`config.mk`:
```
export PLATFORM = sky130hd
export DESIGN_NAME = lfu_cache_table_top
export DESIGN_NICKNAME = d
export VERILOG_FILES = /design/src/rtl/lfuct_pkg.sv /design/src/rtl/lfuct_scan.sv /design/src/rtl/lfu_cache_table_top.sv
export SDC_FILE = /design/constraint.sdc
export NUM_CORES = 2
export LEC_CHECK = 0
export BUFFER_PORTS_ARGS = -buffer_cell sky130_fd_sc_hd__buf_2
export CAP_MARGIN = 10
export CORE_AREA = 2 2 354 356
export CTS_BUF_LIST = sky130_fd_sc_hd__clkbuf_4 sky130_fd_sc_hd__clkbuf_8
export DETAILED_ROUTE_END_ITERATION = 8
export DIE_AREA = 0 0 356 358
export GPL_TIMING_DRIVEN = 1
export PLACE_DENSITY = 0.81
export SYNTH_ARGS = -nofsm -noshare
export SYNTH_HDL_FRONTEND = slang
export SYNTH_SLANG_ARGS = --single-unit
```
`constraint.sdc`:
```
create_clock -name clock -period 7.2 [get_ports clock]
set_clock_uncertainty 0.1 [all_clocks]
set_input_delay 0.72 -clock clock [delete_from_list [all_inputs] [get_ports clock]]
set_output_delay 0.72 -clock clock [all_outputs]
set_load 0.03 [all_outputs]
```
`src/rtl/lfuct_pkg.sv`:
```
// ----------------------------------------------------------------------------
// lfu cache table package
// sizes, transfer payload types, scan types and state codes of the cache table
// ----------------------------------------------------------------------------
`default_nettype none

package lfuct_pkg;

   // table geometry
   localparam int ENTRIES    = 16;
   localparam int KEY_BITS   = 32;
   localparam int COUNT_BITS = 32;
   localparam int DATA_BITS  = 32;
   localparam int CAP_BITS   = 5;
   localparam int IDX_BITS   = (ENTRIES > 1) ? $clog2(ENTRIES) : 1;
   localparam int OCC_BITS   = $clog2(ENTRIES + 1);

   localparam logic [CAP_BITS-1:0]   CAP_RESET = CAP_BITS'(16);
   localparam logic [COUNT_BITS-1:0] COUNT_MAX = '1;
   localparam logic [IDX_BITS-1:0]   IDX_LAST  = IDX_BITS'(ENTRIES - 1);

   // request kinds
   localparam logic FUNC_GET = 1'b0;
   localparam logic FUNC_PUT = 1'b1;

   typedef struct packed {
      logic                        func;
      logic [31:0]                 lookup_key;
      logic signed [DATA_BITS-1:0] store_value;
   } req_type;

   typedef struct packed {
      logic                        found;
      logic signed [DATA_BITS-1:0] read_value;
   } rsp_type;

   // one entry as seen by the scan unit
   typedef struct packed {
      logic                  valid;
      logic [KEY_BITS-1:0]   key;
      logic [DATA_BITS-1:0]  value;
      logic [COUNT_BITS-1:0] count;
      logic [IDX_BITS-1:0]   rank;
   } entry_view_type;

   // what one pass over the table found
   typedef struct packed {
      logic                  hit;
      logic [IDX_BITS-1:0]   hit_idx;
      logic [DATA_BITS-1:0]  hit_value;
      logic [COUNT_BITS-1:0] hit_count;
      logic [IDX_BITS-1:0]   hit_rank;
      logic                  vic_found;
      logic [IDX_BITS-1:0]   vic_idx;
      logic [COUNT_BITS-1:0] vic_count;
      logic [IDX_BITS-1:0]   vic_rank;
      logic                  free_found;
      logic [IDX_BITS-1:0]   free_idx;
   } scan_result_type;

   typedef enum logic [1:0] {
      ST_IDLE,
      ST_SCAN,
      ST_UPDATE,
      ST_HOLD
   } state_type;

endpackage

`default_nettype wire

```
`src/rtl/lfuct_scan.sv`:
```
// ----------------------------------------------------------------------------
// lfu cache table scan unit
// visits one entry a cycle while step is high: key match, first free slot and the replacement
// victim (lowest use count, then least recent) through one shared compare
// ----------------------------------------------------------------------------
`default_nettype none

module lfuct_scan (
   input  logic                                clock,
   input  logic                                reset,
   input  logic                                start,
   input  logic                                step,
   input  logic [lfuct_pkg::IDX_BITS-1:0]      idx,
   input  lfuct_pkg::entry_view_type           entry,
   input  logic [lfuct_pkg::KEY_BITS-1:0]      key,
   output lfuct_pkg::scan_result_type          result
);
   import lfuct_pkg::*;

   scan_result_type res_ff;
   scan_result_type res_in;
   logic            better;

   // shared compare: lower count wins, equal counts go to the older entry
   assign better = (entry.count < res_ff.vic_count) ||
                   ((entry.count == res_ff.vic_count) && (entry.rank < res_ff.vic_rank));

   // accumulate over the pass
   always_comb begin
      res_in = res_ff;
      if (start) begin
         res_in.hit        = 1'b0;
         res_in.vic_found  = 1'b0;
         res_in.free_found = 1'b0;
      end else if (step) begin
         if (entry.valid && (entry.key == key) && !res_ff.hit) begin
            res_in.hit       = 1'b1;
            res_in.hit_idx   = idx;
            res_in.hit_value = entry.value;
            res_in.hit_count = entry.count;
            res_in.hit_rank  = entry.rank;
         end
         if (entry.valid && (!res_ff.vic_found || better)) begin
            res_in.vic_found = 1'b1;
            res_in.vic_idx   = idx;
            res_in.vic_count = entry.count;
            res_in.vic_rank  = entry.rank;
         end
         if (!entry.valid && !res_ff.free_found) begin
            res_in.free_found = 1'b1;
            res_in.free_idx   = idx;
         end
      end
   end

   always_ff @(posedge clock) begin
      if (reset) begin
         res_ff <= '0;
      end else begin
         res_ff <= res_in;
      end
   end

   assign result = res_ff;

endmodule

`default_nettype wire

```
`src/rtl/lfu_cache_table_top.sv`:
```
// ----------------------------------------------------------------------------
// lfu cache table
// key-value store with least-frequently-used replacement, least recent first
// among equal use counts; one get or put per request, one response each
// ----------------------------------------------------------------------------
//  channel | direction | handshake            | payload
//  req     | in        | req_valid/req_ready  | req_data (func, key, value)
//  rsp     | out       | rsp_valid/rsp_ready  | rsp_data (found, read value)
//  csr     | in        | csr_valid/csr_ready  | csr_data (capacity limit)
//
//  a request passes the accept state, a scan of every table entry through
//  the scan unit's single compare, and the update state
//  the response register is loaded at the update when its slot is free; a stalled response keeps
//  the finished result in a holding register and new requests wait on it
//  reset clears the valid bits, occupancy and handshakes at once; capacity
//  returns to 16; csr writes are always taken
// ----------------------------------------------------------------------------
`default_nettype none

module lfu_cache_table_top (
   input  logic                              clock,
   input  logic                              reset,
   input  logic                              req_valid,
   output logic                              req_ready,
   input  lfuct_pkg::req_type                req_data,
   output logic                              rsp_valid,
   input  logic                              rsp_ready,
   output lfuct_pkg::rsp_type                rsp_data,
   input  logic                              csr_valid,
   output logic                              csr_ready,
   input  logic [lfuct_pkg::CAP_BITS-1:0]    csr_data
);
   import lfuct_pkg::*;

   // control state
   state_type               state_ff, state_in;
   logic [IDX_BITS-1:0]     idx_ff, idx_in;
   logic [CAP_BITS-1:0]     cap_ff;
   logic [OCC_BITS-1:0]     occ_ff, occ_in;
   logic                    valid_ff [ENTRIES];
   logic                    valid_in [ENTRIES];
   logic                    rsp_valid_ff;

   // payload state
   req_type                 req_ff;
   rsp_type                 rsp_ff;
   rsp_type                 hold_ff;
   logic [KEY_BITS-1:0]     key_ff   [ENTRIES];
   logic [DATA_BITS-1:0]    value_ff [ENTRIES];
   logic [COUNT_BITS-1:0]   count_ff [ENTRIES];
   logic [IDX_BITS-1:0]     rank_ff  [ENTRIES];
   logic [IDX_BITS-1:0]     rank_in  [ENTRIES];

   // sequencer outputs
   logic                    start, step, update, load_now, load_hold, slot_free;

   // scan interface
   entry_view_type          entry;
   scan_result_type         sr;

   // update decisions
   logic                    is_put, cap_zero, full;
   logic                    do_touch, do_install, do_evict;
   logic [IDX_BITS-1:0]     install_idx;
   logic [OCC_BITS-1:0]     occ_after_evict;
   logic [COUNT_BITS-1:0]   count_up;
   rsp_type                 result;

   assign csr_ready = 1'b1;
   assign slot_free = !rsp_valid_ff || rsp_ready;

   // sequencer state register
   always_ff @(posedge clock) begin
      if (reset) begin
         state_ff <= ST_IDLE;
         idx_ff   <= '0;
      end else begin
         state_ff <= state_in;
         idx_ff   <= idx_in;
      end
   end

   // sequencer next state
   always_comb begin
      state_in  = state_ff;
      idx_in    = idx_ff;
      req_ready = 1'b0;
      start     = 1'b0;
      step      = 1'b0;
      update    = 1'b0;
      load_now  = 1'b0;
      load_hold = 1'b0;
      unique case (state_ff)
         ST_IDLE: begin
            req_ready = 1'b1;
            if (req_valid) begin
               start    = 1'b1;
               idx_in   = '0;
               state_in = ST_SCAN;
            end
         end
         ST_SCAN: begin
            step   = 1'b1;
            idx_in = IDX_BITS'(idx_ff + 1'b1);
            if (idx_ff == IDX_LAST) begin
               state_in = ST_UPDATE;
            end
         end
         ST_UPDATE: begin
            update = 1'b1;
            if (slot_free) begin
               load_now = 1'b1;
               state_in = ST_IDLE;
            end else begin
               state_in = ST_HOLD;
            end
         end
         ST_HOLD: begin
            if (slot_free) begin
               load_hold = 1'b1;
               state_in  = ST_IDLE;
            end
         end
         default: begin
            state_in = ST_IDLE;
         end
      endcase
   end

   // request capture
   always_ff @(posedge clock) begin
      if (req_valid && req_ready) begin
         req_ff <= req_data;
      end
   end

   // capacity register
   always_ff @(posedge clock) begin
      if (reset) begin
         cap_ff <= CAP_RESET;
      end else if (csr_valid && csr_ready) begin
         cap_ff <= csr_data;
      end
   end

   // entry at the scan position
   always_comb begin
      entry.valid = valid_ff[idx_ff];
      entry.key   = key_ff[idx_ff];
      entry.value = value_ff[idx_ff];
      entry.count = count_ff[idx_ff];
      entry.rank  = rank_ff[idx_ff];
   end

   lfuct_scan u_scan (
      .clock  (clock),
      .reset  (reset),
      .start  (start),
      .step   (step),
      .idx    (idx_ff),
      .entry  (entry),
      .key    (req_ff.lookup_key[KEY_BITS-1:0]),
      .result (sr)
   );

   // update decisions from the finished scan
   always_comb begin
      is_put   = (req_ff.func == FUNC_PUT);
      cap_zero = (cap_ff == '0);
      if (32'(cap_ff) >= ENTRIES) begin
         full = (32'(occ_ff) >= ENTRIES);
      end else begin
         full = (32'(occ_ff) >= 32'(cap_ff));
      end
      do_touch   = sr.hit && (!is_put || !cap_zero);
      do_install = is_put && !cap_zero && !sr.hit;
      do_evict   = do_install && full && sr.vic_found;
      if (do_evict) begin
         install_idx = (sr.free_found && (sr.free_idx < sr.vic_idx)) ? sr.free_idx
                                                                     : sr.vic_idx;
      end else begin
         install_idx = sr.free_idx;
      end
      occ_after_evict = do_evict ? OCC_BITS'(occ_ff - 1'b1) : occ_ff;
      count_up = (sr.hit_count == COUNT_MAX) ? sr.hit_count
                                             : COUNT_BITS'(sr.hit_count + 1'b1);
      result.found      = sr.hit;
      result.read_value = (!is_put && sr.hit) ? sr.hit_value : '1;
   end

   // per-entry recency and valid lanes
   always_comb begin
      for (int j = 0; j < ENTRIES; j++) begin
         rank_in[j]  = rank_ff[j];
         valid_in[j] = valid_ff[j];
         if (valid_ff[j]) begin
            if (do_touch) begin
               if (IDX_BITS'(j) == sr.hit_idx) begin
                  rank_in[j] = IDX_BITS'(occ_ff - 1'b1);
               end else if (rank_ff[j] > sr.hit_rank) begin
                  rank_in[j] = IDX_BITS'(rank_ff[j] - 1'b1);
               end
            end
            if (do_evict) begin
               if (IDX_BITS'(j) == sr.vic_idx) begin
                  valid_in[j] = 1'b0;
               end else if (rank_ff[j] > sr.vic_rank) begin
                  rank_in[j] = IDX_BITS'(rank_ff[j] - 1'b1);
               end
            end
         end
         if ((do_evict || sr.free_found) && do_install && (IDX_BITS'(j) == install_idx)) begin
            valid_in[j] = 1'b1;
            rank_in[j]  = IDX_BITS'(occ_after_evict);
         end
      end
      occ_in = occ_ff;
      if ((do_evict || sr.free_found) && do_install) begin
         occ_in = OCC_BITS'(occ_after_evict + 1'b1);
      end
   end

   // valid bits and occupancy
   always_ff @(posedge clock) begin
      if (reset) begin
         occ_ff <= '0;
         for (int j = 0; j < ENTRIES; j++) begin
            valid_ff[j] <= 1'b0;
         end
      end else if (update) begin
         occ_ff <= occ_in;
         for (int j = 0; j < ENTRIES; j++) begin
            valid_ff[j] <= valid_in[j];
         end
      end
   end

   // entry payload writes
   always_ff @(posedge clock) begin
      if (update) begin
         for (int j = 0; j < ENTRIES; j++) begin
            rank_ff[j] <= rank_in[j];
         end
         if (do_touch) begin
            count_ff[sr.hit_idx] <= count_up;
            if (is_put) begin
               value_ff[sr.hit_idx] <= req_ff.store_value;
            end
         end else if (do_install && (do_evict || sr.free_found)) begin
            key_ff[install_idx]   <= req_ff.lookup_key[KEY_BITS-1:0];
            value_ff[install_idx] <= req_ff.store_value;
            count_ff[install_idx] <= COUNT_BITS'(1);
         end
      end
   end

   // response register and holding register
   always_ff @(posedge clock) begin
      if (reset) begin
         rsp_valid_ff <= 1'b0;
      end else if (load_now || load_hold) begin
         rsp_valid_ff <= 1'b1;
      end else if (rsp_ready) begin
         rsp_valid_ff <= 1'b0;
      end
   end

   always_ff @(posedge clock) begin
      if (load_now) begin
         rsp_ff <= result;
      end else if (load_hold) begin
         rsp_ff <= hold_ff;
      end
      if (update && !load_now) begin
         hold_ff <= result;
      end
   end

   assign rsp_valid = rsp_valid_ff;
   assign rsp_data  = rsp_ff;

endmodule

`default_nettype wire

```
---- Word level (Yosys, flattened, before mapping) ----
Memory sizes are Yosys's and may differ from the RTL's. A register that Yosys moved wholly into a read port is not among the register bits.
Cells that the tools add are included.
operators by class
  $add $sub $neg .......................... 20
  magnitude comparators ................... 38
  equality and inequality tests ........... 55
  mux-type cells .......................... 264
  reduce and logical (&&, ||, !) cells .... 65
  bitwise logic cells ..................... 17
operators with widths
  operator                                                   number
  2-to-1 mux 4 bit                                           141
  > comparator 4 bit                                         32
  2-to-1 mux 32 bit                                          4
  2-to-1 mux 1 bit                                           110
  == test 4 bit (first input constant)                       24
  2-to-1 mux 33 bit                                          2
  == test 32 bit                                             2
  OR reduction 32 bit                                        2
  subtractor 4 x 1 -> 4 bit (second input constant)          16
  == test 3 x 4 -> 1 bit (first input constant)              12
  adder 32 x 1 -> 32 bit (second input constant)             1
  == test 32 bit (second input constant)                     1
  < comparator 32 bit                                        1
  logical AND 1 bit                                          31
  == test 2 x 4 -> 1 bit (first input constant)              6
  OR 1 bit                                                   16
  == test 1 x 4 -> 1 bit (first input constant)              3
  zero test 4 bit                                            3
  AND reduction 3 bit                                        4
  greater-or-equal comparator 5 bit (second input constant)  2
  AND reduction 2 bit                                        5
  zero test 1 bit                                            8
  < comparator 4 bit                                         2
  2-to-1 mux 2 bit                                           4
  17 further kinds                                           27
word-level totals
  memory bits (writable) .................. 1616
  bits of input ports ..................... 75
  memories kept ........................... 5
  flip-flop bits (word level) ............. 235
  output and inout port bits .............. 36
  word-level logic and storage cells ...... 486
memory list
  name      words  bits a word  read ports  clocked after memory_dff  wr ports  line                       source
  count_ff  16     32           1           1                         1         lfu_cache_table_top.sv:50  logic [COUNT_BITS-1:0] count_ff [ENTRIES];
  key_ff    16     32           1           1                         1         lfu_cache_table_top.sv:48  logic [KEY_BITS-1:0] key_ff [ENTRIES];
  value_ff  16     32           1           1                         1         lfu_cache_table_top.sv:49  logic [DATA_BITS-1:0] value_ff [ENTRIES];
  rank_ff   16     4            17          1                         16        lfu_cache_table_top.sv:51  logic [IDX_BITS-1:0] rank_ff [ENTRIES];
  valid_ff  16     1            17          1                         16        lfu_cache_table_top.sv:40  logic valid_ff [ENTRIES];

---- Longest topological paths before layout ----
  depth after elaboration ................. 14
  mapped depth ............................ 23
  gate-level depth less buffers ........... 16

---- Hierarchy ----
Synthesis repeated with hierarchy kept, for this count alone.
unflattened totals
  cell total of the unflattened synthesis .. 4447
  area total of the unflattened synthesis .. 80254.5 µm²
modules (own cells, without submodules)
  module               seq. area each (µm²)  instances  area an instance (µm²)  cells an instance
  lfu_cache_table_top  52880.7               1          74342.6                 3849
  lfuct_scan           2382.3                1          5911.9                  598

---- Worst setup path before layout ----
No wires, ideal clock.
  kind .................................... reg2reg
  start ................................... register occ_ff[0]
  end ..................................... memory value_ff[6][0] (enable)
  arrival time ............................ 5234 ps
  path slack .............................. 1405 ps
  path buffers ............................ 3
  library setup time ...................... 461 ps
  data required time ...................... 6639 ps
  period minus slack after synthesis ...... 5795 ps
  stages on the path, launching flop included .. 15
  cells stage by stage .................... dfxtp_1 > clkbuf_1 > inv_1 > clkbuf_1 > ha_1 > nand2b_1 > a21o_1 > a21o_1 > a21o_1 > nand3_1 > mux2i_1 > a21oi_1 > or3_1 > clkbuf_1 > nor3_1
between the ends
  longest elaborated chain between the ends .. 12
  elaborated cells on any way between the ends .. 15
  those cells by class .................... 2 x order compare; 8 x mux; 5 x reduce/logical
RTL lines
  element                                                                line                                                    source
  from (decl)                                                            lfu_cache_table_top.sv:39                               logic [OCC_BITS-1:0] occ_ff, occ_in;
  from (signal assigned)                                                 lfu_cache_table_top.sv:231                              occ_ff <= occ_in;
  greater-or-equal comparator 5 bit, on equally long branches            lfu_cache_table_top.sv:173, lfu_cache_table_top.sv:171
  2-to-1 mux 1 bit (*)                                                   lfu_cache_table_top.sv:170                              if (32'(cap_ff) >= ENTRIES) begin
  logical AND 1 bit (*) (2 in series)                                    lfu_cache_table_top.sv:177                              do_evict = do_install && full && sr.vic_found;
  logical OR 1 bit                                                       lfu_cache_table_top.sv:249                              end else if (do_install && (do_evict || sr.free_found)) begin
  logical AND 1 bit                                                      lfu_cache_table_top.sv:249
  2-to-1 mux 1 bit                                                       lfu_cache_table_top.sv:249
  2-to-1 mux 1 bit                                                       lfu_cache_table_top.sv:244                              if (do_touch) begin
  2-to-1 mux 1 bit                                                       lfu_cache_table_top.sv:240                              if (update) begin
  2-to-1 mux 1 bit (not written as such)                                 lfu_cache_table_top.sv:251                              value_ff[install_idx] <= req_ff.store_value;
  OR reduction 32 bit (no line)                                          n/a
  2-to-1 mux 4 bit (no line) / 2-to-1 mux 1 bit (equally long branches)  n/a
  to (decl)                                                              lfu_cache_table_top.sv:49
Mark *: on every way between the ends. The rest lies on a longest branch, timed or not.

---- Worst setup path in the final report ----
  start ................................... register occ_ff[0]
  end ..................................... memory count_ff[13][20] (enable)
between the ends
  longest elaborated chain between the ends .. 12
  elaborated cells on any way between the ends .. 15
  those cells by class .................... 2 x order compare; 8 x mux; 5 x reduce/logical
RTL lines
  element                                                                line                                                    source
  greater-or-equal comparator 5 bit, on equally long branches            lfu_cache_table_top.sv:173, lfu_cache_table_top.sv:171
  2-to-1 mux 1 bit (*)                                                   lfu_cache_table_top.sv:170
  logical AND 1 bit (*) (2 in series)                                    lfu_cache_table_top.sv:177
  logical OR 1 bit                                                       lfu_cache_table_top.sv:249
  logical AND 1 bit                                                      lfu_cache_table_top.sv:249
  2-to-1 mux 1 bit                                                       lfu_cache_table_top.sv:249
  2-to-1 mux 1 bit                                                       lfu_cache_table_top.sv:244
  2-to-1 mux 1 bit                                                       lfu_cache_table_top.sv:240
  2-to-1 mux 1 bit (not written as such)                                 lfu_cache_table_top.sv:252                              count_ff[install_idx] <= COUNT_BITS'(1);
  OR reduction 32 bit (no line)                                          n/a
  2-to-1 mux 4 bit (no line) / 2-to-1 mux 1 bit (equally long branches)  n/a
  to (decl)                                                              lfu_cache_table_top.sv:50
Marks and branches as above.

==> impl_metrics.csv <==
group,metric,value,unit
run_status,status,"finished clean",
power_and_ir_drop,power.share.clock,42.3,%
floorplanning,dieArea,0.1274,sq mm
yosys,synthCells,4484,
worst_setup_path,path_buf_inv,2,
drt,wl_per_cell,29.28,microns
power_and_ir_drop,p_total,0.02214,W
worst_setup_path,critical_path_class,"flop to flop",
power_and_ir_drop,cellPowerDensity,246.7,mW/mm^2
clock_tree,cts_inserted_buffers,307,
yosys,synth_cell_type_count,74,
power_and_ir_drop,p_comb_share,3.2,%
power_and_ir_drop,swShare,20.95,%
global_route,grt_pass1_vias,46400,
global_route,grt_pass1_wl,292600,microns
yosys,yosysSeqAreaShare,69.05,%
clock_tree,cts_setup_buffers,0,
power_and_ir_drop,p_sw,0.004639,W
yosys,syn_area_per_cell,17.85,sq um
global_route,antenna_found_initial,4,
clock_tree,tritoncts,"built",
power_and_ir_drop,leakage,29.77,nW
floorplanning,num_rows,129,
yosys,netlist_area,0.08004,sq mm
cells_and_area,multi_input_area,0.02368,sq mm
global_route,grt_usage,31.30,%
worst_setup_path,r2r_cells,12,
floorplanning,initial_utilization,64.91,%
timing,fin_setup_tns,0,ns
hold_path,hold_path_class,"primary input to flop",
timing,final-hold-violation-count,0,
drt,drc,0,
power_and_ir_drop,p_seq_share,54.5,%
clock_tree,cts_buffer_depth,4,
yosys,synth_top_area_cell,"edfxtp_1",
worst_setup_path,crit_fanout,20,
floorplanning,die_w,356,microns
worst_setup_path,endpoint,"count_ff[13][20]$_DFFE_PP_",
drt,drt_wl_total,197300,microns
worst_setup_path,end_kind,"flop",
timing,min_period,5.866,ns
drt,drt_pre_antenna_iters,8,
clock_tree,root_buffer,"clkbuf_8",
yosys,synth_flop_cell,"edfxtp_1",
power_and_ir_drop,vdd_drop_max,275.8,uV
cells_and_area,drive_gt1_share,25.88,%
yosys,synth-edff-count,1747,
floorplanning,core_area,0.1233,sq mm
worst_setup_path,cp_data_arrival_time,6.42,ns
drt,viasPerCell,6.733,
yosys,ys_async_sr_fraction,0,%
clock_tree,clkSinkCount,1887,
worst_setup_path,worstReg2RegEnd,"count_ff[13][20]$_DFFE_PP_",
timing,fin_crit_sh,81.47,%
cells_and_area,fin_cells,6736,
clock_tree,clk_pin_slew,0.06,ns
timing,grt_setup_unrepaired,"false",
yosys,synth-seq-cells,1887,
clock_tree,clkLatencyLatePin,1.05,ns
run,cap_violations,0,
yosys,synth_top_area_share,65.54,%
yosys,ys_warn_count,0,
worst_setup_path,crit_chain,"inv_1 > ha_1 > nand2b_1 > a21o_1 > a21o_1 > a21o_1 > nand3_1 > mux2i_1 > a21oi_1 > nand3b_1 > nor2_4 > buf_4",
power_and_ir_drop,internal_power,0.01750,W
worst_setup_path,critPathSlowestCell,"nor2_4",
timing,setup_violations,0,
cells_and_area,fill_cells,6945,
cells_and_area,regArea,0.05529,sq mm
timing,worst_pin_slew,1.214,ns
yosys,synth.most_common_cell,"edfxtp_1",
worst_setup_path,critPathTopFamily,"simple AND/OR/NAND/NOR gates",
timing,slew_viol_final,0,
floorplanning,die_y,358,microns
worst_setup_path,reg2reg_slack,1.33,ns
worst_setup_path,critPathLaunch,"occ_ff[0]$_SDFFE_PP0P_",
yosys,synth_commonest_cells,"1747 x edfxtp_1, 441 x mux4_2, 235 x nor2_1",
place,gp_congestion,0.9329,
timing,maxClockFrequency,170.5,MHz
place,dp_hpwl,114900,microns
clock_tree,htree_levels,5,
drt,drt_iter0_markers,6087,
place,port_buffers,109,
cells_and_area,layout.nets,5144,
worst_setup_path,path_depth,12,
drt,vias,45355,
drt,postRouteAntennaNets,0,
worst_setup_path,worstPathRequired,7.76,ns
worst_setup_path,start_kind,"flop",
yosys,synthesis.nets,4750,
worst_setup_path,reg2reg_from,"occ_ff[0]$_SDFFE_PP0P_",
global_route,grt_overflow,0,
global_route,grt_max_degree,73,
worst_setup_path,worst_path_most_repeated_cell,"a21o_1",
floorplanning,io_pins,111,
cells_and_area,syn_to_final_growth,12.11,%
worst_setup_path,crit_path_max_incr_delay,1.04,ns
place,dp.cells,6133,
yosys,netlist_top_cells_area,"edfxtp_1 66%, mux4_2 12%, dfxtp_1 3.5%",
timing,relSlewSlack,19.00,%
==> placed cells by master, fill, tap and decap left out, drive strengths merged, types with 39 or more instances in the layout <==
master,synthesis,routed
clkinv,4,83
nand4,39,39
o21ai,98,98
nor2b,51,51
nand2,170,170
inv,108,110
a21oi,131,131
nor3,74,74
o22ai,67,67
mux2,101,101
mux2i,224,224
nor2,235,235
ha,191,191
dfxtp,140,140
or3,49,49
xor2,51,51
clkbuf,121,431
mux4,450,450
buf,85,220
nand2b,45,45
xnor2,49,49
dlygate4sd3,0,71
edfxtp,1747,1747
==> state kept, by name, summed over array words and instances (netlist names), 2 cells and up, named ones only <==
name           flops
key_ff           512
rank_ff           64
cap_ff             5
occ_ff             5
req_ff            64
idx_ff             4
rsp_data          33
u_scan.result    119
hold_ff           33
valid_ff          16
value_ff         512
count_ff         512
state_ff           2
==> power groups by stage <==
stage	logic (W)	clock network, W	registers [W]
after floorplan	0.000512	0	0.0122
after global placement	0.000658	0	0.0123
after detailed placement	0.000674	0	0.0123
after CTS	0.000707	0.00938	0.0121
after global routing	0.000758	0.00987	0.0121
final	0.000710	0.00936	0.0121
==> cells by family (layout without fill, tap and decap cells) <==
| group | after synthesis | in the layout | synth area share (%) |
|---|---|---|---|
| compound gates | 460 | 460 | 3.583 |
| xor+xnor | 100 | 100 | 1.094 |
| fa+ha+maj | 191 | 191 | 2.986 |
| buf+inv | 318 | 930 | 1.863 |
| flops | 1887 | 1887 | 69.05 |
| mux | 775 | 775 | 16.93 |
| other cells | 1 | 4 | 0.004685 |
| simple gates | 752 | 752 | 4.496 |
==> per-layer routing <==
layer,vias to the layer above,GRT usage [%],share of wire [%]
met3,561,6.728,10
met2,2929,50.75,49
li1,18859,-,-
met5,-,0,0.022
met4,4,12.39,3.8
met1,23002,42.11,37
==> through the flow <==
step | util (%) | hold slack, ns | setup slack (ns) | cell area (sq um)
after floorplan | - | 0.3347 | 1.405 | 80040
after global placement | 67.22 | 0.3419 | 1.645 | 82900
after detailed placement | 67.22 | 0.3461 | 1.496 | 82900
after CTS | 72.73 | 0.03345 | 1.482 | 89690
after global routing | 72.76 | 0.09441 | 1.148 | 89730
final | 72.77 | 0.1267 | 1.334 | 89730
==> area by class of cell <==
type / instances / share of cell area, %
flip-flops and latches: 1887 / 61.62
multi-input cells: 2279 / 26.39
clock buffers: 431 / 5.962
repair buffers: 291 / 2.451
well taps: 1637 / 2.283
clock inverters: 96 / 0.8129
inverters: 112 / 0.4713
diodes: 3 / 0.008366
==> worst min path at each step <==
stage                                              start                              to  cells past startpoint
after global placement     u_scan.result[8]$_SDFFE_PP0P_   u_scan.result[8]$_SDFFE_PP0P_                      2
after global routing                           csr_valid          cap_ff[0]$_SDFFE_PP0P_                      3
final                                          csr_valid          cap_ff[4]$_SDFFE_PP1P_                      2
after floorplan           u_scan.result[10]$_SDFFE_PP0P_  u_scan.result[10]$_SDFFE_PP0P_                      2
after detailed placement  u_scan.result[18]$_SDFFE_PP0P_  u_scan.result[18]$_SDFFE_PP0P_                      2
after CTS                                      csr_valid          cap_ff[4]$_SDFFE_PP1P_                      2
==> repair_timing <==
item                                    CTS  global route
hold buffers                             71             0
endpoints found under the setup margin    0             0
hold endpoints to repair                 94             0
resized for setup                         0             0
No activity file was read; power rests on OpenSTA's default activity.
